$ cat src/hw/rtl/hash_table_with_reserve_area_unit_assert.svh
// assertion macros for the hash table with reserve area unit
// used by the top level, expects i_clk and i_rst_n in scope
`ifndef HASH_TABLE_WITH_RESERVE_AREA_UNIT_ASSERT_SVH
`define HASH_TABLE_WITH_RESERVE_AREA_UNIT_ASSERT_SVH

`ifndef SYNTHESIS

`define HTRA_ASSERT_IMP(lbl, pre, post) \
    lbl: assert property (@(posedge i_clk) disable iff (!i_rst_n) (pre) |-> (post)) \
        else $error("htra assertion failed");

`define HTRA_ASSERT_NXT(lbl, pre, post) \
    lbl: assert property (@(posedge i_clk) disable iff (!i_rst_n) (pre) |=> (post)) \
        else $error("htra assertion failed");

`else

`define HTRA_ASSERT_IMP(lbl, pre, post)

`define HTRA_ASSERT_NXT(lbl, pre, post)

`endif

`endif

$ cat src/hw/rtl/htra_pkg.sv
// shared types and constants of the hash table with reserve area unit
// no dependencies
package htra_pkg;

    localparam int KEY_W      = 64;
    localparam int CMD_W      = 2;
    localparam int PSIZE_W    = 5;
    localparam int RSIZE_W    = 3;
    localparam int CFG_ADDR_W = 1;
    localparam int CFG_DATA_W = 5;
    localparam int IN_DATA_W  = 72;
    localparam int OUT_DATA_W = 8;

    localparam int DEF_MAX_PRIMARY = 16;
    localparam int DEF_MAX_RESERVE = 4;
    localparam int DEF_KEY_BYTES   = 8;

    localparam logic [PSIZE_W-1:0] PSIZE_RST = 5'd11;
    localparam logic [RSIZE_W-1:0] RSIZE_RST = 3'd3;

    localparam logic [CMD_W-1:0] CMD_INSERT = 2'd0;
    localparam logic [CMD_W-1:0] CMD_SEARCH = 2'd1;
    localparam logic [CMD_W-1:0] CMD_REMOVE = 2'd2;
    localparam logic [CMD_W-1:0] CMD_NONE   = 2'd3;

    localparam logic [CFG_ADDR_W-1:0] CFG_PRIMARY_SIZE = 1'd0;
    localparam logic [CFG_ADDR_W-1:0] CFG_RESERVE_SIZE = 1'd1;

    typedef struct packed {
        logic clr;
        logic load;
        logic prep;
        logic div_step;
        logic prd;
        logic chk;
        logic rrd;
        logic rcmp;
        logic exec;
    } t_cmd;

    typedef struct packed {
        logic clr_last;
        logic div_last;
        logic p_valid;
        logic p_hit;
        logic rs_empty;
        logic r_hit;
        logic r_last;
        logic out_free;
    } t_stat;

endpackage

$ cat src/hw/rtl/htra_ctrl.sv
// controller state machine of the hash table with reserve area unit
// depends on htra_pkg
module htra_ctrl (
    input  logic            i_clk,
    input  logic            i_rst_n,
    input  logic            i_in_valid,
    output logic            o_in_ready,
    input  htra_pkg::t_stat i_stat,
    output htra_pkg::t_cmd  o_cmd
);
    import htra_pkg::*;

    localparam logic [3:0] S_CLEAR = 4'd0;
    localparam logic [3:0] S_IDLE  = 4'd1;
    localparam logic [3:0] S_PREP  = 4'd2;
    localparam logic [3:0] S_DIV   = 4'd3;
    localparam logic [3:0] S_PRD   = 4'd4;
    localparam logic [3:0] S_CHK   = 4'd5;
    localparam logic [3:0] S_RRD   = 4'd6;
    localparam logic [3:0] S_RCMP  = 4'd7;
    localparam logic [3:0] S_EXEC  = 4'd8;

    logic [3:0] r_state;
    logic [3:0] n_state;

    always_comb begin
        n_state    = r_state;
        o_cmd      = '0;
        o_in_ready = 1'b0;
        case (r_state)
            S_CLEAR: begin
                o_cmd.clr = 1'b1;
                if (i_stat.clr_last) n_state = S_IDLE;
            end
            S_IDLE: begin
                o_in_ready = 1'b1;
                if (i_in_valid) begin
                    o_cmd.load = 1'b1;
                    n_state    = S_PREP;
                end
            end
            S_PREP: begin
                o_cmd.prep = 1'b1;
                n_state    = S_DIV;
            end
            S_DIV: begin
                o_cmd.div_step = 1'b1;
                if (i_stat.div_last) n_state = S_PRD;
            end
            S_PRD: begin
                o_cmd.prd = 1'b1;
                n_state   = S_CHK;
            end
            S_CHK: begin
                o_cmd.chk = 1'b1;
                if (!i_stat.p_valid || i_stat.p_hit || i_stat.rs_empty) n_state = S_EXEC;
                else n_state = S_RRD;
            end
            S_RRD: begin
                o_cmd.rrd = 1'b1;
                n_state   = S_RCMP;
            end
            S_RCMP: begin
                o_cmd.rcmp = 1'b1;
                if (i_stat.r_hit || i_stat.r_last) n_state = S_EXEC;
                else n_state = S_RRD;
            end
            S_EXEC: begin
                if (i_stat.out_free) begin
                    o_cmd.exec = 1'b1;
                    n_state    = S_IDLE;
                end
            end
            default: begin
                n_state = S_IDLE;
            end
        endcase
    end

    always_ff @(posedge i_clk) begin
        if (!i_rst_n) r_state <= S_CLEAR;
        else r_state <= n_state;
    end

endmodule

$ cat src/hw/rtl/htra_dp.sv
// datapath of the hash table with reserve area unit: key stores, hash divider, result register
// depends on htra_pkg
module htra_dp #(
    parameter int MAX_PRIMARY = htra_pkg::DEF_MAX_PRIMARY,
    parameter int MAX_RESERVE = htra_pkg::DEF_MAX_RESERVE,
    parameter int KEY_BYTES   = htra_pkg::DEF_KEY_BYTES
) (
    input  logic                            i_clk,
    input  logic                            i_rst_n,
    input  logic                            i_cfg_we,
    input  logic [htra_pkg::CFG_ADDR_W-1:0] i_cfg_addr,
    input  logic [htra_pkg::CFG_DATA_W-1:0] i_cfg_wdata,
    input  logic [htra_pkg::CMD_W-1:0]      i_op,
    input  logic [htra_pkg::KEY_W-1:0]      i_key,
    input  htra_pkg::t_cmd                  i_cmd,
    output htra_pkg::t_stat                 o_stat,
    input  logic                            i_out_ready,
    output logic                            o_out_valid,
    output logic                            o_found,
    output logic                            o_error
);
    import htra_pkg::*;

    localparam int HI_W   = (MAX_PRIMARY > 1) ? $clog2(MAX_PRIMARY) : 1;
    localparam int RI_W   = (MAX_RESERVE > 1) ? $clog2(MAX_RESERVE) : 1;
    localparam int FILL_W = $clog2(MAX_RESERVE + 1);
    localparam int SUM_W  = $clog2(KEY_BYTES * 255 + 1);
    localparam int DCNT_W = $clog2(SUM_W);

    // configuration
    logic [PSIZE_W-1:0] r_primary_size;
    logic [RSIZE_W-1:0] r_reserve_size;
    logic [PSIZE_W-1:0] w_eff_p;
    logic               w_room;

    // item registers
    logic [CMD_W-1:0]  r_op;
    logic [KEY_W-1:0]  r_raw;
    logic [KEY_W-1:0]  r_key;
    logic [KEY_W-1:0]  w_canon;
    logic [SUM_W-1:0]  w_sum;
    logic [7:0]        w_byte;
    logic              w_alive;

    // hash divider
    logic [SUM_W-1:0]   r_dividend;
    logic [PSIZE_W-1:0] r_rem;
    logic [PSIZE_W-1:0] r_div;
    logic [DCNT_W-1:0]  r_div_cnt;
    logic [PSIZE_W:0]   w_trial;
    logic [PSIZE_W:0]   w_trial_res;
    logic [HI_W-1:0]    w_home;

    // primary store, valid bit kept with the key
    logic [KEY_W:0]   r_pmem [MAX_PRIMARY];
    logic [KEY_W:0]   r_pword;
    logic [HI_W-1:0]  r_clr_addr;
    logic             w_pwe;
    logic [HI_W-1:0]  w_paddr;
    logic [KEY_W:0]   w_pwdata;

    // reserve store
    logic [KEY_W-1:0]       r_rmem [MAX_RESERVE];
    logic [MAX_RESERVE-1:0] r_rvalid;
    logic [KEY_W-1:0]       r_rword;
    logic [FILL_W-1:0]      r_fill;
    logic [RI_W-1:0]        r_ridx;
    logic [RI_W-1:0]        r_rslot;
    logic                   w_rwe;

    // lookup flags
    logic r_home_valid;
    logic r_home_hit;
    logic r_rfound;
    logic w_found;
    logic w_res_found;
    logic w_res_error;

    always_comb begin
        if (r_primary_size == '0) w_eff_p = PSIZE_W'(1);
        else if (int'(r_primary_size) > MAX_PRIMARY) w_eff_p = PSIZE_W'(MAX_PRIMARY);
        else w_eff_p = r_primary_size;
    end

    assign w_room = (int'(r_fill) < int'(r_reserve_size)) && (int'(r_fill) < MAX_RESERVE);

    // key ends at its first zero byte
    always_comb begin
        w_alive = 1'b1;
        w_canon = '0;
        w_sum   = '0;
        w_byte  = '0;
        for (int i = 0; i < 8; i++) begin
            w_byte = r_raw[8*i +: 8];
            if (i >= KEY_BYTES || w_byte == 8'd0) w_alive = 1'b0;
            if (w_alive) begin
                w_canon[8*i +: 8] = w_byte;
                w_sum = w_sum + SUM_W'(w_byte);
            end
        end
    end

    // restoring remainder, one dividend bit per cycle
    assign w_trial     = {r_rem, r_dividend[SUM_W-1]};
    assign w_trial_res = (w_trial >= {1'b0, r_div}) ? (w_trial - {1'b0, r_div}) : w_trial;
    assign w_home      = HI_W'(r_rem);

    assign w_found = r_home_valid && (r_home_hit || r_rfound);

    always_comb begin
        w_res_found = w_found;
        w_res_error = 1'b0;
        w_pwe       = 1'b0;
        w_paddr     = w_home;
        w_pwdata    = {1'b1, r_key};
        w_rwe       = 1'b0;
        if (i_cmd.clr) begin
            w_pwe    = 1'b1;
            w_paddr  = r_clr_addr;
            w_pwdata = '0;
        end else if (i_cmd.exec) begin
            case (r_op)
                CMD_INSERT: begin
                    if (w_found) w_res_error = 1'b1;
                    else if (!r_home_valid) w_pwe = 1'b1;
                    else if (w_room) w_rwe = 1'b1;
                    else w_res_error = 1'b1;
                end
                CMD_REMOVE: begin
                    if (r_home_hit) begin
                        w_pwe    = 1'b1;
                        w_pwdata = {1'b0, r_key};
                    end
                end
                CMD_SEARCH: begin
                    w_res_found = w_found;
                end
                default: begin
                    w_res_found = 1'b0;
                end
            endcase
        end
    end

    always_ff @(posedge i_clk) begin
        if (w_pwe) r_pmem[w_paddr] <= w_pwdata;
        if (i_cmd.prd) r_pword <= r_pmem[w_home];
        if (w_rwe) r_rmem[r_fill[RI_W-1:0]] <= r_key;
        if (i_cmd.rrd) r_rword <= r_rmem[r_ridx];
    end

    always_ff @(posedge i_clk) begin
        if (i_cmd.load) begin
            r_op  <= i_op;
            r_raw <= i_key;
        end
        if (i_cmd.prep) begin
            r_key      <= w_canon;
            r_dividend <= w_sum;
            r_div      <= w_eff_p;
        end
        if (i_cmd.div_step) begin
            r_dividend <= r_dividend << 1;
        end
        if (i_cmd.chk) begin
            r_ridx <= '0;
        end else if (i_cmd.rcmp && !o_stat.r_hit) begin
            r_ridx <= r_ridx + RI_W'(1);
        end
        if (i_cmd.rcmp && o_stat.r_hit) r_rslot <= r_ridx;
        if (i_cmd.exec) begin
            o_found <= w_res_found;
            o_error <= w_res_error;
        end
    end

    always_ff @(posedge i_clk) begin
        if (!i_rst_n) begin
            r_primary_size <= PSIZE_RST;
            r_reserve_size <= RSIZE_RST;
            r_rem          <= '0;
            r_div_cnt      <= '0;
            r_clr_addr     <= '0;
            r_rvalid       <= '0;
            r_fill         <= '0;
            r_home_valid   <= 1'b0;
            r_home_hit     <= 1'b0;
            r_rfound       <= 1'b0;
            o_out_valid    <= 1'b0;
        end else begin
            if (i_cfg_we) begin
                case (i_cfg_addr)
                    CFG_PRIMARY_SIZE: r_primary_size <= i_cfg_wdata;
                    CFG_RESERVE_SIZE: r_reserve_size <= i_cfg_wdata[RSIZE_W-1:0];
                    default: ;
                endcase
            end
            if (i_cmd.clr) r_clr_addr <= r_clr_addr + HI_W'(1);
            if (i_cmd.prep) begin
                r_rem     <= '0;
                r_div_cnt <= '0;
            end else if (i_cmd.div_step) begin
                r_rem     <= w_trial_res[PSIZE_W-1:0];
                r_div_cnt <= r_div_cnt + DCNT_W'(1);
            end
            if (i_cmd.chk) begin
                r_home_valid <= o_stat.p_valid;
                r_home_hit   <= o_stat.p_hit;
                r_rfound     <= 1'b0;
            end else if (i_cmd.rcmp && o_stat.r_hit) begin
                r_rfound <= 1'b1;
            end
            if (w_rwe) begin
                r_rvalid[r_fill[RI_W-1:0]] <= 1'b1;
                r_fill <= r_fill + FILL_W'(1);
            end else if (i_cmd.exec && r_op == CMD_REMOVE && !r_home_hit && r_rfound) begin
                r_rvalid[r_rslot] <= 1'b0;
            end
            if (i_cmd.exec) o_out_valid <= 1'b1;
            else if (i_out_ready) o_out_valid <= 1'b0;
        end
    end

    assign o_stat.clr_last = (int'(r_clr_addr) == MAX_PRIMARY - 1);
    assign o_stat.div_last = (int'(r_div_cnt) == SUM_W - 1);
    assign o_stat.p_valid  = r_pword[KEY_W];
    assign o_stat.p_hit    = r_pword[KEY_W] && (r_pword[KEY_W-1:0] == r_key);
    assign o_stat.rs_empty = (r_fill == '0);
    assign o_stat.r_hit    = r_rvalid[r_ridx] && (r_rword == r_key);
    assign o_stat.r_last   = ((FILL_W'(r_ridx) + FILL_W'(1)) == r_fill);
    assign o_stat.out_free = !o_out_valid || i_out_ready;

endmodule

$ cat src/hw/rtl/hash_table_with_reserve_area_unit.sv
// One item (insert, search or remove of a key) is processed at a time. Its result is offered
// on o_m_tvalid after the steps prep, divide (one remainder bit per cycle over SUM_W, the width
// of the key byte sum, 11 for eight-byte keys), primary read, check, and a read through the
// reserve memory port and a compare for each of the s reserve slots scanned (at most the
// reserve fill), then execute. The next input is taken in the same cycle as the result is
// offered, so an item holds the input until its result is offered. A new item is taken while
// the last result waits to be transferred, and its own result is held back until that one is
// gone. After reset the primary store is cleared with s_tready low; configuration writes are
// taken at any time.
// depends on htra_pkg, htra_ctrl, htra_dp and the assertion macro header
`include "hash_table_with_reserve_area_unit_assert.svh"

module hash_table_with_reserve_area_unit #(
    parameter int MAX_PRIMARY = htra_pkg::DEF_MAX_PRIMARY,
    parameter int MAX_RESERVE = htra_pkg::DEF_MAX_RESERVE,
    parameter int KEY_BYTES   = htra_pkg::DEF_KEY_BYTES
) (
    input  logic                            i_clk,
    input  logic                            i_rst_n,
    input  logic                            i_s_tvalid,
    output logic                            o_s_tready,
    input  logic [htra_pkg::IN_DATA_W-1:0]  i_s_tdata,   // command[1:0], key[65:2], zero pad
    output logic                            o_m_tvalid,
    input  logic                            i_m_tready,
    output logic [htra_pkg::OUT_DATA_W-1:0] o_m_tdata,   // found[0], error[1], zero pad
    input  logic                            i_cfg_we,
    input  logic [htra_pkg::CFG_ADDR_W-1:0] i_cfg_addr,
    input  logic [htra_pkg::CFG_DATA_W-1:0] i_cfg_wdata
);
    import htra_pkg::*;

    t_cmd w_cmd;
    t_stat w_stat;
    logic w_found;
    logic w_error;

    htra_ctrl u_ctrl (
        .i_clk      (i_clk),
        .i_rst_n    (i_rst_n),
        .i_in_valid (i_s_tvalid),
        .o_in_ready (o_s_tready),
        .i_stat     (w_stat),
        .o_cmd      (w_cmd)
    );

    htra_dp #(
        .MAX_PRIMARY (MAX_PRIMARY),
        .MAX_RESERVE (MAX_RESERVE),
        .KEY_BYTES   (KEY_BYTES)
    ) u_dp (
        .i_clk       (i_clk),
        .i_rst_n     (i_rst_n),
        .i_cfg_we    (i_cfg_we),
        .i_cfg_addr  (i_cfg_addr),
        .i_cfg_wdata (i_cfg_wdata),
        .i_op        (i_s_tdata[CMD_W-1:0]),
        .i_key       (i_s_tdata[CMD_W +: KEY_W]),
        .i_cmd       (w_cmd),
        .o_stat      (w_stat),
        .i_out_ready (i_m_tready),
        .o_out_valid (o_m_tvalid),
        .o_found     (w_found),
        .o_error     (w_error)
    );

    assign o_m_tdata = {(OUT_DATA_W-2)'(0), w_error, w_found};

    `HTRA_ASSERT_IMP(a_clear_after_reset, $past(!i_rst_n), !o_s_tready)
    `HTRA_ASSERT_NXT(a_busy_after_transfer, i_s_tvalid && o_s_tready,
        !o_s_tready && !$rose(o_m_tvalid))
    `HTRA_ASSERT_NXT(a_exec_gives_result, w_cmd.exec, o_m_tvalid)

endmodule

$ cat config.mk
export PLATFORM = sky130hd
export DESIGN_NAME = hash_table_with_reserve_area_unit
export DESIGN_NICKNAME = d
export VERILOG_FILES = /design/src/hw/rtl/htra_pkg.sv /design/src/hw/rtl/htra_ctrl.sv /design/src/hw/rtl/htra_dp.sv /design/src/hw/rtl/hash_table_with_reserve_area_unit.sv
export VERILOG_INCLUDE_DIRS = /design/src /design/src/hw/rtl
export SDC_FILE = /design/constraint.sdc
export NUM_CORES = 1
export LEC_CHECK = 0
export BUFFER_PORTS_ARGS = -buffer_cell sky130_fd_sc_hd__buf_2
export CELL_PAD_IN_SITES_DETAIL_PLACEMENT = 0
export CELL_PAD_IN_SITES_GLOBAL_PLACEMENT = 2
export CORE_MARGIN = 8
export CORE_UTILIZATION = 45
export DETAILED_ROUTE_END_ITERATION = 10
export GPL_TIMING_DRIVEN = 0
export PLACE_DENSITY = 0.8
export SYNTH_ARGS = -nofsm -noshare
export SYNTH_HDL_FRONTEND = slang
export SYNTH_HIERARCHICAL = 1
export SYNTH_SLANG_ARGS = --single-unit
$ cat constraint.sdc
create_clock -name i_clk -period 7.88 [get_ports i_clk]
set_clock_uncertainty 0.2 [all_clocks]
set_input_delay 2.364 -clock i_clk [delete_from_list [all_inputs] [get_ports i_clk]]
set_output_delay 2.364 -clock i_clk [all_outputs]
set_load 0.01 [all_outputs]
==> PnR_summary.wiki, run 1 <==
{| class="wikitable"
! Metric !! Value
|-
| Start point of the critical path || u_dp/r_raw[8]$_DFFE_PP_
|-
| Placement row count || 139
|-
| Final setup slack of the worst path || -1000 ps
|-
| Synth cell count leaders || edfxtp_1 (1,574), mux4_2 (390), clkbuf_1 (101)
|-
| Hpwl dp || 109,000 µm
|-
| Final TNS setup || -3310 ps
|-
| Cell Count Post-Placement || 5,282
|-
| Critical setup path kind || reg -> reg
|-
| Yosys cell types || 88
|-
| Total routing resource utilization after global routing || 0.205
|-
| Setup violations, final || 5
|-
| Async SR Flop Fraction || 0
|-
| Instance count of the mapped netlist || 3,222
|-
| Launching element type of the critical path || flip-flop
|-
| Peak VDD IR || 0.186 mV
|-
| Result of the run || complete, but fails checks
|-
| Failing checks || negative setup slack
|-
| Number of DRC markers in iteration 0 || 3,305
|-
| Starting density of the core || 0.453
|-
| Clock latency of the later-clocked register in the worst-skew pair || 790 ps
|-
| Gp weighted congestion || 0.806
|-
| Dominant register cell in the synthesized netlist || edfxtp_1
|-
| Path depth of the worst reg2reg path || 48
|-
| Slew of the pin with the lowest slew margin || 1300 ps
|-
| Library cell with the highest instance count after synthesis || edfxtp_1
|-
| Syn-to-layout area delta || 16.3%
|-
| Required arrival time at the worst endpoint || 8190 ps
|-
| Io pins || 93
|-
| Proportion of layout cells with a drive suffix above 1 || 0.273
|-
| Final slew viol count || 0
|-
| Count of clock tree sinks || 1,613
|-
| First-pass GRT wire length || 234,000 µm
|-
| CTS tree || built
|-
| Part of the Yosys area used for sequential elements || 0.741
|-
| Routed WL per cell || 28.8 µm
|-
| Worst EP arrival || 9190 ps
|-
| Clock slew at reported path FFs || 60 ps
|-
| Capture instance of the worst register-to-register path || u_dp/r_dividend[10]$_DFFE_PP_
|-
| Share of the synthesized area in the top cell type || 0.729
|-
| Final critical-path share of the clock period || 1.13
|-
| Cell type with the largest total area after synthesis || edfxtp_1
|-
| Total vias in the final route || 32,658
|-
| Switching share of power || 0.198
|-
| Number of hold violations in the final report || 0
|-
| Total Nets Final || 3,776
|-
| Post-Route Utilization || 0.526
|-
| Root Buffer Master || clkbuf_16
|-
| Register share of total power || 0.552
|-
| Top achievable clock speed || 0.113 GHz
|-
| Largest stage delay on the critical path || 440 ps
|-
| Area of the core region || 143,000 µm²
|-
| Worst hold path type || reg -> reg
|-
| Synthesized area per cell || 20.1 µm²
|-
| Relative slew slack || 0.125
|-
| Layout Cells excl Fill || 5,645
|-
| Number of enable-type register cells in the synthesized netlist || 1,574
|-
| Maximum level of the CTS H-tree || 4
|-
| Via count of the first global-routing pass || 33,191
|-
| Reported leakage power || 0.0224 µW
|-
| DRT antenna net count || 0
|-
| # DRC || 0
|-
| Slack of the worst reg-to-reg path || -1000 ps
|-
| Buffers on Ports || 80
|-
| Total of flip-flops plus latches after synthesis || 1,613
|-
| TritonCTS Buffers || 159
|-
| Logic gate share of total power || 0.019
|-
| Setup repair after global routing missed its margin || true
|-
| Die width || 396 µm
|-
| Hold bufs inserted after CTS || 0
|-
| Top area cells in the synthesized netlist || edfxtp_1 (73%), mux4_2 (14%), ha_1 (1.4%)
|-
| Number of antenna violations at the first check in global routing || 5
|-
| Area of the mapped netlist || 64,800 µm²
|-
| Clk network pwr share || 0.429
|-
| Crit path capture || u_dp/r_dividend[10]$_DFFE_PP_
|-
| Internal || 13,800 µW
|-
| Yosys warning total || 6
|-
| Iteration count of the initial detailed-routing pass || 5
|-
| Pre-CTS worst setup slack || -2430 ps
|-
| Sort of element at the end of the critical path || flip-flop
|-
| Number of buffers on the longest clock path || 3
|-
| Total grt overflow || 0
|-
| Critical Path Slowest Stage Cell || edfxtp_1
|-
| Max Cap Violations || 0
|-
| Cell area power density || 228 nW/µm²
|-
| Switching power || 3390 µW
|-
| Source of the worst register-to-register timing path || u_dp/r_raw[8]$_DFFE_PP_
|-
| Vias per Instance || 5.79
|-
| Total length of routed wires || 162,000 µm
|-
| Overall die area || 157,000 µm²
|-
| Final critical path time including I/O delays and setup || 8880 ps
|-
| Maximum fanout along the worst path || 4
|-
| Die outline height || 396 µm
|-
| Pin count of the biggest net entering global routing || 65
|}
==> area by class of cell <==
cell class                 count  area (µm²)
antenna                        1        2.50
buffer                       148         633
clock buffer                 203        4240
clock inverter                87         786
fill                       11139       67900
inverter                      58         218
multi-input combinational   1406       16700
sequential                  1613       48000
tap                         1903        2380
timing repair buffer         226        2330
==> cell families (layout without fill, tap and decap cells) <==
| family | Yosys count | count (layout) | share of synthesized area |
|---|---|---|---|
| adders and majority gates | 81 | 81 | 0.0166 |
| AOI/OAI and AO/OA | 234 | 234 | 0.0249 |
| DFF | 1613 | 1613 | 0.741 |
| xor gates and xnor gates | 166 | 166 | 0.0224 |
| muxes | 420 | 420 | 0.140 |
| other | 1 | 7 | 0.0000578 |
| and+or+nand+nor | 499 | 499 | 0.0418 |
| buffers and inverters | 208 | 722 | 0.0130 |
==> routing by layer <==
| layer | global-route usage | vias up | wire, µm |
|---|---|---|---|
| li1 | - | 13906 | - |
| met1 | 0.267 | 17408 | 64100 |
| met2 | 0.353 | 1123 | 83600 |
| met3 | 0.0363 | 219 | 10400 |
| met4 | 0.0583 | 2 | 4300 |
| met5 | 0 | - | 13 |
==> sequential cells by signal (all words and copies together), names as in the netlist, 4 cells and up <==
signal and count:
u_dp/r_div 5, u_dp/r_div_cnt 4, u_dp/r_key 64, u_dp/r_rvalid 4, u_dp/r_rword 64, u_ctrl/r_state 4
u_dp/r_dividend 11, u_dp/r_rem 5, u_dp/r_pword 65, u_dp/r_primary_size 5, u_dp/r_raw 64, u_dp/r_clr_addr 4
u_dp/r_rmem 256, u_dp/r_pmem 1040
==> worst max-delay path, delay by kind of cell, from the launching register on <==
kind	cells	cell delay, ps
xor gates and xnor gates	1	220
buffers and inverters	2	320
and+or+nand+nor	13	1450
AOI/OAI and AO/OA	25	3910
DFF	1	440
adders and majority gates	7	2050
==> stage by stage <==
step / power [µW] / hold WS [ps] / cell area (µm²)
global route: 17600 / 299 / 75400
finish: 17200 / 270 / 75400
global placement: 9960 / 258 / 67800
CTS: 17300 / 271 / 75000
floorplan: 9820 / 235 / 65000
detailed placement: 9980 / 261 / 69300
==> worst min path at each step <==
stage / startpoint / end / slack, ps / depth (start not counted)
3_5_place_dp: u_dp/r_reserve_size[1]$_SDFFE_PN1P_ / u_dp/r_reserve_size[1]$_SDFFE_PN1P_ / 260 / 2
5_1_grt: u_dp/r_reserve_size[1]$_SDFFE_PN1P_ / u_dp/r_reserve_size[1]$_SDFFE_PN1P_ / 300 / 2
4_1_cts: u_dp/r_reserve_size[1]$_SDFFE_PN1P_ / u_dp/r_reserve_size[1]$_SDFFE_PN1P_ / 270 / 2
2_1_floorplan: u_dp/r_ridx[0]$_SDFFE_PP0P_ / u_dp/r_rslot[0]$_DFFE_PP_ / 230 / 0
6_report: u_dp/r_reserve_size[1]$_SDFFE_PN1P_ / u_dp/r_reserve_size[1]$_SDFFE_PN1P_ / 270 / 2
3_3_place_gp: u_dp/r_reserve_size[1]$_SDFFE_PN1P_ / u_dp/r_reserve_size[1]$_SDFFE_PN1P_ / 260 / 2
==> power by group through the flow <==
stage	Sequential (µW)	Clock (µW)	Combinational [µW]
after global placement	9690	0	271
after global routing	9480	7820	337
after detailed placement	9660	0	322
final	9480	7370	319
after CTS	9480	7510	324
after floorplan	9660	0	166
==> cells in the final DEF (no fill, tap or decap), types with 18 or more instances in the layout <==
cell	n
o21ai_2	18
clkbuf_16	163
buf_12	47
a21oi_1	29
nor2_4	20
mux4_2	390
xor2_1	65
nand2_1	80
buf_4	85
nor2b_1	78
and3_1	36
buf_1	29
nand3_1	24
inv_1	55
clkbuf_1	139
and2_1	37
o21a_1	18
o21ai_0	32
xnor2_1	95
nor4_1	36
ha_1	58
dfxtp_1	39
buf_2	83
nor2_1	71
buf_6	20
clkinv_2	26
edfxtp_1	1574
nand4_1	27
clkinv_1	32
==> what timing repair did <==
item	4_1_cts	5_1_grt
cloned	0	0
resized for setup	75	52
pin swaps	51	46
setup buffers	49	25
endpoints found under the setup margin	7	6
Power figures use the tool's default switching activity.
==> run 2: changes to the inputs <==
==> constraint.sdc (replaced) <==
create_clock -name i_clk -period 7.61 [get_ports i_clk]
set_clock_uncertainty 0.2 [all_clocks]
set_input_delay 2.283 -clock i_clk [delete_from_list [all_inputs] [get_ports i_clk]]
set_output_delay 2.283 -clock i_clk [all_outputs]
set_load 0.01 [all_outputs]
==> run 2 against run 1 <==
  * The run still ends with negative setup slack left
  * Utilization rose by 0.21 points
  * Setup slack got worse by 220 ps
  * Die area unchanged
  * Combinational power grew 3%
  * Via count up 0.68%
  * Total power grew 5.7%
  * Clock-buffer cell count fell by 13
  * Largest power group unchanged
==> PnR_summary.wiki, run 2 (synthesis results as in run 1) <==
{| class="wikitable"
! Metric !! Value
|-
| Clock latency of the later-clocked register in the worst-skew pair || 780 ps
|-
| Slew of the pin with the lowest slew margin || 1360 ps
|-
| Number of diodes || 0
|-
| Total Nets Final || 3,778
|-
| Total length of routed wires || 164,000 µm
|-
| Crit path capture || u_dp/r_dividend[10]$_DFFE_PP_
|-
| Sort of element at the end of the critical path || flip-flop
|-
| Worst hold path type || reg -> reg
|-
| Setup repair after global routing missed its margin || true
|-
| DRT antenna net count || 0
|-
| Critical setup path kind || reg -> reg
|-
| TritonCTS Buffers || 163
|-
| Path depth of the worst reg2reg path || 44
|-
| Worst EP arrival || 9160 ps
|-
| Clock slew at reported path FFs || 70 ps
|-
| Area of the core region || 143,000 µm²
|-
| Most frequent standard cell in the layout excluding fill and tap cells || edfxtp_1
|-
| Source of the worst register-to-register timing path || u_dp/r_raw[10]$_DFFE_PP_
|-
| Hpwl dp || 110,000 µm
|-
| Result of the run || complete, but fails checks
|-
| Reported leakage power || 0.0226 µW
|-
| Io pins || 93
|-
| Capture instance of the worst register-to-register path || u_dp/r_dividend[10]$_DFFE_PP_
|-
| Pin count of the biggest net entering global routing || 65
|-
| CTS tree || built
|-
| Total grt overflow || 0
|-
| Maximum fanout along the worst path || 5
|-
| Cell Count Post-Placement || 5,281
|-
| Via count of the first global-routing pass || 33,845
|-
| Syn-to-layout area delta || 16.7%
|-
| Largest stage delay on the critical path || 500 ps
|-
| Final critical path time including I/O delays and setup || 8830 ps
|-
| Peak VDD IR || 0.177 mV
|-
| Routed WL per cell || 29.0 µm
|-
| Root Buffer Master || clkbuf_16
|-
| Maximum level of the CTS H-tree || 4
|-
| Layout Cells excl Fill || 5,647
|-
| Final critical-path share of the clock period || 1.16
|-
| Top achievable clock speed || 0.113 GHz
|-
| Vias per Instance || 5.82
|-
| Launching element type of the critical path || flip-flop
|-
| Failing checks || negative setup slack
|-
| Number of antenna violations at the first check in global routing || 3
|-
| Largest register FFs || 1,040
|-
| Max Cap Violations || 0
|-
| Final slew viol count || 0
|-
| Buffers on Ports || 80
|-
| Gp weighted congestion || 0.810
|-
| Cell area power density || 240 nW/µm²
|-
| Final setup slack of the worst path || -1220 ps
|-
| Critical Path Slowest Stage Cell || edfxtp_1
|-
| Slack of the worst reg-to-reg path || -1220 ps
|-
| Number of hold violations in the final report || 0
|-
| Die width || 396 µm
|-
| Setup violations, final || 5
|-
| Required arrival time at the worst endpoint || 7940 ps
|-
| Starting density of the core || 0.453
|-
| Proportion of layout cells with a drive suffix above 1 || 0.275
|-
| Count of clock tree sinks || 1,613
|-
| Placement row count || 139
|-
| # DRC || 0
|-
| Die outline height || 396 µm
|-
| Iteration count of the initial detailed-routing pass || 5
|-
| Number of buffers on the longest clock path || 3
|-
| Start point of the critical path || u_dp/r_raw[10]$_DFFE_PP_
|-
| Biggest register || u_dp/r_pmem
|-
| Overall die area || 157,000 µm²
|-
| Commonest cells after routing, fill and taps aside || edfxtp_1 (1,574), mux4_2 (390), clkbuf_16 (167)
|-
| First-pass GRT wire length || 237,000 µm
|-
| Total vias in the final route || 32,880
|-
| Total routing resource utilization after global routing || 0.207
|-
| Number of DRC markers in iteration 0 || 3,437
|-
| Relative slew slack || 0.0823
|-
| Pwr Total || 18,100 µW
|}
==> run 2: layer usage <==
layer	up-vias	GRT usage	part of all wire
met5	-	0	0.000079
met4	2	0.0768	0.037
met3	271	0.0357	0.065
met2	1235	0.348	0.50
met1	17430	0.272	0.40
li1	13942	-	-
==> run 2: critical path, delay by kind of cell, from the launching register on <==
family / cells / cell delay (ps)
AO/OA/AOI/OAI: 21 / 3360
adder cells (fa/ha/maj): 7 / 2140
AND/OR/NAND/NOR: 10 / 1400
flip-flops: 1 / 500
XOR/XNOR: 4 / 450
multiplexers: 1 / 300
buffers and inverters: 1 / 190
==> run 2: worst min-delay path by stage <==
stage               slack (ps)                                 from  cells past startpoint                                   to
finish                     270  u_dp/r_reserve_size[2]$_SDFFE_PN0P_                      2  u_dp/r_reserve_size[2]$_SDFFE_PN0P_
global route               290  u_dp/r_reserve_size[2]$_SDFFE_PN0P_                      2  u_dp/r_reserve_size[2]$_SDFFE_PN0P_
detailed placement         260  u_dp/r_reserve_size[2]$_SDFFE_PN0P_                      2  u_dp/r_reserve_size[2]$_SDFFE_PN0P_
floorplan                  230          u_dp/r_ridx[0]$_SDFFE_PP0P_                      0            u_dp/r_rslot[0]$_DFFE_PP_
global placement           250  u_dp/r_reserve_size[2]$_SDFFE_PN0P_                      2  u_dp/r_reserve_size[2]$_SDFFE_PN0P_
CTS                        270  u_dp/r_reserve_size[2]$_SDFFE_PN0P_                      2  u_dp/r_reserve_size[2]$_SDFFE_PN0P_
==> run 2: what timing repair did <==
item / in CTS / in global routing
resized for setup: 90 / 44
hold buffers: 0 / 0
pin swaps: 65 / 50
endpoints found under the setup margin: 8 / 7
gates cloned: 0 / 0
setup buffers: 54 / 17
==> run 2: final cells by class <==
class | instances | area (µm²)
inverter | 58 | 218
fill | 11071 | 67600
timing repair buffer | 222 | 2280
clock buffer | 190 | 4270
sequential | 1613 | 48000
tap | 1903 | 2380
buffer | 150 | 643
clock inverter | 105 | 1050
multi-input combinational | 1406 | 16800
==> run 2: stage by stage <==
stage | TNS [ps] | utilization | hold WS [ps] | setup slack, ps | cell area (µm²)
2_1_floorplan | -735 | - | 235 | -350 | 65000
5_1_grt | -6730 | 0.528 | 294 | -1630 | 75700
4_1_cts | -4460 | 0.526 | 268 | -1240 | 75400
3_5_place_dp | -12440 | 0.483 | 259 | -2610 | 69300
3_3_place_gp | -4458500 | 0.473 | 254 | -4160 | 67800
6_report | -4410 | 0.528 | 268 | -1220 | 75700
==> run 2: power by group <==
| group | switching, µW | internal [µW] | total, µW |
|---|---|---|---|
| Sequential | 34.2 | 9780 | 9810 |
| Clock | 3370 | 4630 | 8010 |
| Combinational | 177 | 151 | 329 |
==> run 3: changes to the inputs <==
--- a/config.mk
+++ b/config.mk
@@ -14,6 +14,7 @@
 export DETAILED_ROUTE_END_ITERATION = 10
 export GPL_TIMING_DRIVEN = 0
 export PLACE_DENSITY = 0.8
+export RECOVER_POWER = 50
 export SYNTH_ARGS = -nofsm -noshare
 export SYNTH_HDL_FRONTEND = slang
 export SYNTH_HIERARCHICAL = 1
==> run 3 against run 2 <==
  * The flow still finishes with violations (negative setup slack)
  * Critical path depth is the same
  * Register-to-register slack is essentially flat
  * Die area did not move
==> PnR_summary.wiki, run 3 (synthesis results as in run 1) <==
{| class="wikitable"
! Metric !! Value
|-
| Result of the run || complete, but fails checks
|-
| Failing checks || negative setup slack
|-
| Reported leakage power || 0.0226 µW
|-
| Cell area power density || 240 nW/µm²
|-
| # DRC || 0
|-
| Number of DRC markers in iteration 0 || 3,437
|-
| Via count of the first global-routing pass || 33,845
|-
| Die outline height || 396 µm
|-
| Iteration count of the initial detailed-routing pass || 5
|-
| Setup violations, final || 5
|-
| Pre-CTS worst setup slack || -2610 ps
|-
| Worst hold path type || reg -> reg
|-
| Proportion of layout cells with a drive suffix above 1 || 0.275
|-
| Slew of the pin with the lowest slew margin || 1360 ps
|-
| Peak VDD IR || 0.177 mV
|-
| Die width || 396 µm
|-
| Critical Path Slowest Stage Cell || edfxtp_1
|-
| Most frequent standard cell in the layout excluding fill and tap cells || edfxtp_1
|-
| Number of buffers on the longest clock path || 3
|-
| Io pins || 93
|-
| Total Nets Final || 3,778
|-
| Starting density of the core || 0.453
|-
| TritonCTS Buffers || 163
|-
| Largest stage delay on the critical path || 500 ps
|-
| Total length of routed wires || 164,000 µm
|-
| Maximum fanout along the worst path || 5
|-
| Total vias in the final route || 32,918
|-
| Overall die area || 157,000 µm²
|-
| Buffers on Ports || 80
|-
| First-pass GRT wire length || 237,000 µm
|-
| Vias per Instance || 5.83
|-
| Placement row count || 139
|-
| Sort of element at the end of the critical path || flip-flop
|-
| Final critical-path share of the clock period || 1.16
|-
| Final critical path time including I/O delays and setup || 8830 ps
|-
| Launching element type of the critical path || flip-flop
|-
| Total grt overflow || 0
|-
| Max Cap Violations || 0
|-
| Number of hold violations in the final report || 0
|-
| Number of diodes || 0
|-
| Critical setup path kind || reg -> reg
|-
| Pwr Total || 18,100 µW
|-
| Clock slew at reported path FFs || 70 ps
|-
| Setup repair after global routing missed its margin || true
|-
| Maximum level of the CTS H-tree || 4
|-
| Area of the core region || 143,000 µm²
|-
| Slack of the worst reg-to-reg path || -1220 ps
|-
| Root Buffer Master || clkbuf_16
|-
| Largest register FFs || 1,040
|-
| Pin count of the biggest net entering global routing || 65
|-
| Total routing resource utilization after global routing || 0.207
|-
| Hold WS || 268 ps
|-
| Hpwl dp || 110,000 µm
|-
| Final slew viol count || 0
|-
| Required arrival time at the worst endpoint || 7940 ps
|-
| DRT antenna net count || 0
|-
| Count of clock tree sinks || 1,613
|-
| Clock latency of the later-clocked register in the worst-skew pair || 790 ps
|-
| Biggest register || u_dp/r_pmem
|-
| Syn-to-layout area delta || 16.7%
|-
| CTS tree || built
|-
| Final setup slack of the worst path || -1220 ps
|-
| Routed WL per cell || 29.0 µm
|-
| Gp weighted congestion || 0.810
|-
| Top achievable clock speed || 0.113 GHz
|-
| Relative slew slack || 0.0821
|-
| Number of antenna violations at the first check in global routing || 3
|-
| Worst EP arrival || 9160 ps
|-
| Commonest cells after routing, fill and taps aside || edfxtp_1 (1,574), mux4_2 (390), clkbuf_16 (167)
|}
-- run 3: cell count changes in the layout (fill, tap and decap cells not counted), sizes merged --
cell,before,now
buf,271,267
clkbuf,291,295
-- run 3: where the power goes --
part / leakage [µW] / internal [µW] / switching [µW]
Clock: 0.00260 / 4630 / 3370
Combinational: 0.00643 / 151 / 177
Sequential: 0.0136 / 9780 / 34.2
-- run 3: final cells by class --
type,instances,area [µm²]
Fill cell,11075,67600
Sequential cell,1613,48000
Multi-Input combinational cell,1406,16800
Clock buffer,190,4270
Tap cell,1903,2380
Timing Repair Buffer,222,2270
Clock inverter,105,1050
Buffer,150,643
Inverter,58,218
-- run 3: repair_timing --
| item | 4_1_cts | 5_1_grt |
|---|---|---|
| pin swaps | 65 | 50 |
| cloned | 0 | 0 |
| hold buffers | 0 | 0 |
| resized for setup | 90 | 44 |
| setup endpoints to repair | 8 | 7 |
| buffers inserted | 54 | 17 |
| endpoints found under the hold margin | 0 | 0 |
-- run 3: worst paths after layout --
kind,cells past startpoint,startpoint,to
hold reg to reg,2,u_dp/r_reserve_size[2]$_SDFFE_PN0P_,u_dp/r_reserve_size[2]$_SDFFE_PN0P_
setup / recovery,44,u_dp/r_raw[10]$_DFFE_PP_,u_dp/r_dividend[10]$_DFFE_PP_
setup reg to reg,44,u_dp/r_raw[10]$_DFFE_PP_,u_dp/r_dividend[10]$_DFFE_PP_
hold / removal,2,u_dp/r_reserve_size[2]$_SDFFE_PN0P_,u_dp/r_reserve_size[2]$_SDFFE_PN0P_
-- run 3: per-layer routing --
layer	track usage	up-vias	share of wire
li1	-	13941	-
met1	0.272	17463	0.40
met2	0.348	1241	0.50
met3	0.0357	271	0.064
met4	0.0768	2	0.037
met5	0	-	0.000079
-- run 3: critical path: cells and delay by family, from the launching register on --
family                   cells  cell delay, ps
AO/OA/AOI/OAI               21            3360
XOR/XNOR                     4             450
adder cells (fa/ha/maj)      7            2160
buffers and inverters        1             190
flip-flops                   1             500
multiplexers                 1             300
AND/OR/NAND/NOR             10            1400
-- run 3: stage by stage --
stage / cell area, µm² / util / instances / setup TNS [ps]
floorplan: 65000 / - / 3227 / -735
global placement: 67800 / 0.473 / 5210 / -4458500
detailed placement: 69300 / 0.483 / 5281 / -12440
CTS: 75400 / 0.526 / 5630 / -4460
global route: 75700 / 0.528 / 5647 / -6730
finish: 75700 / 0.528 / 5647 / -4410
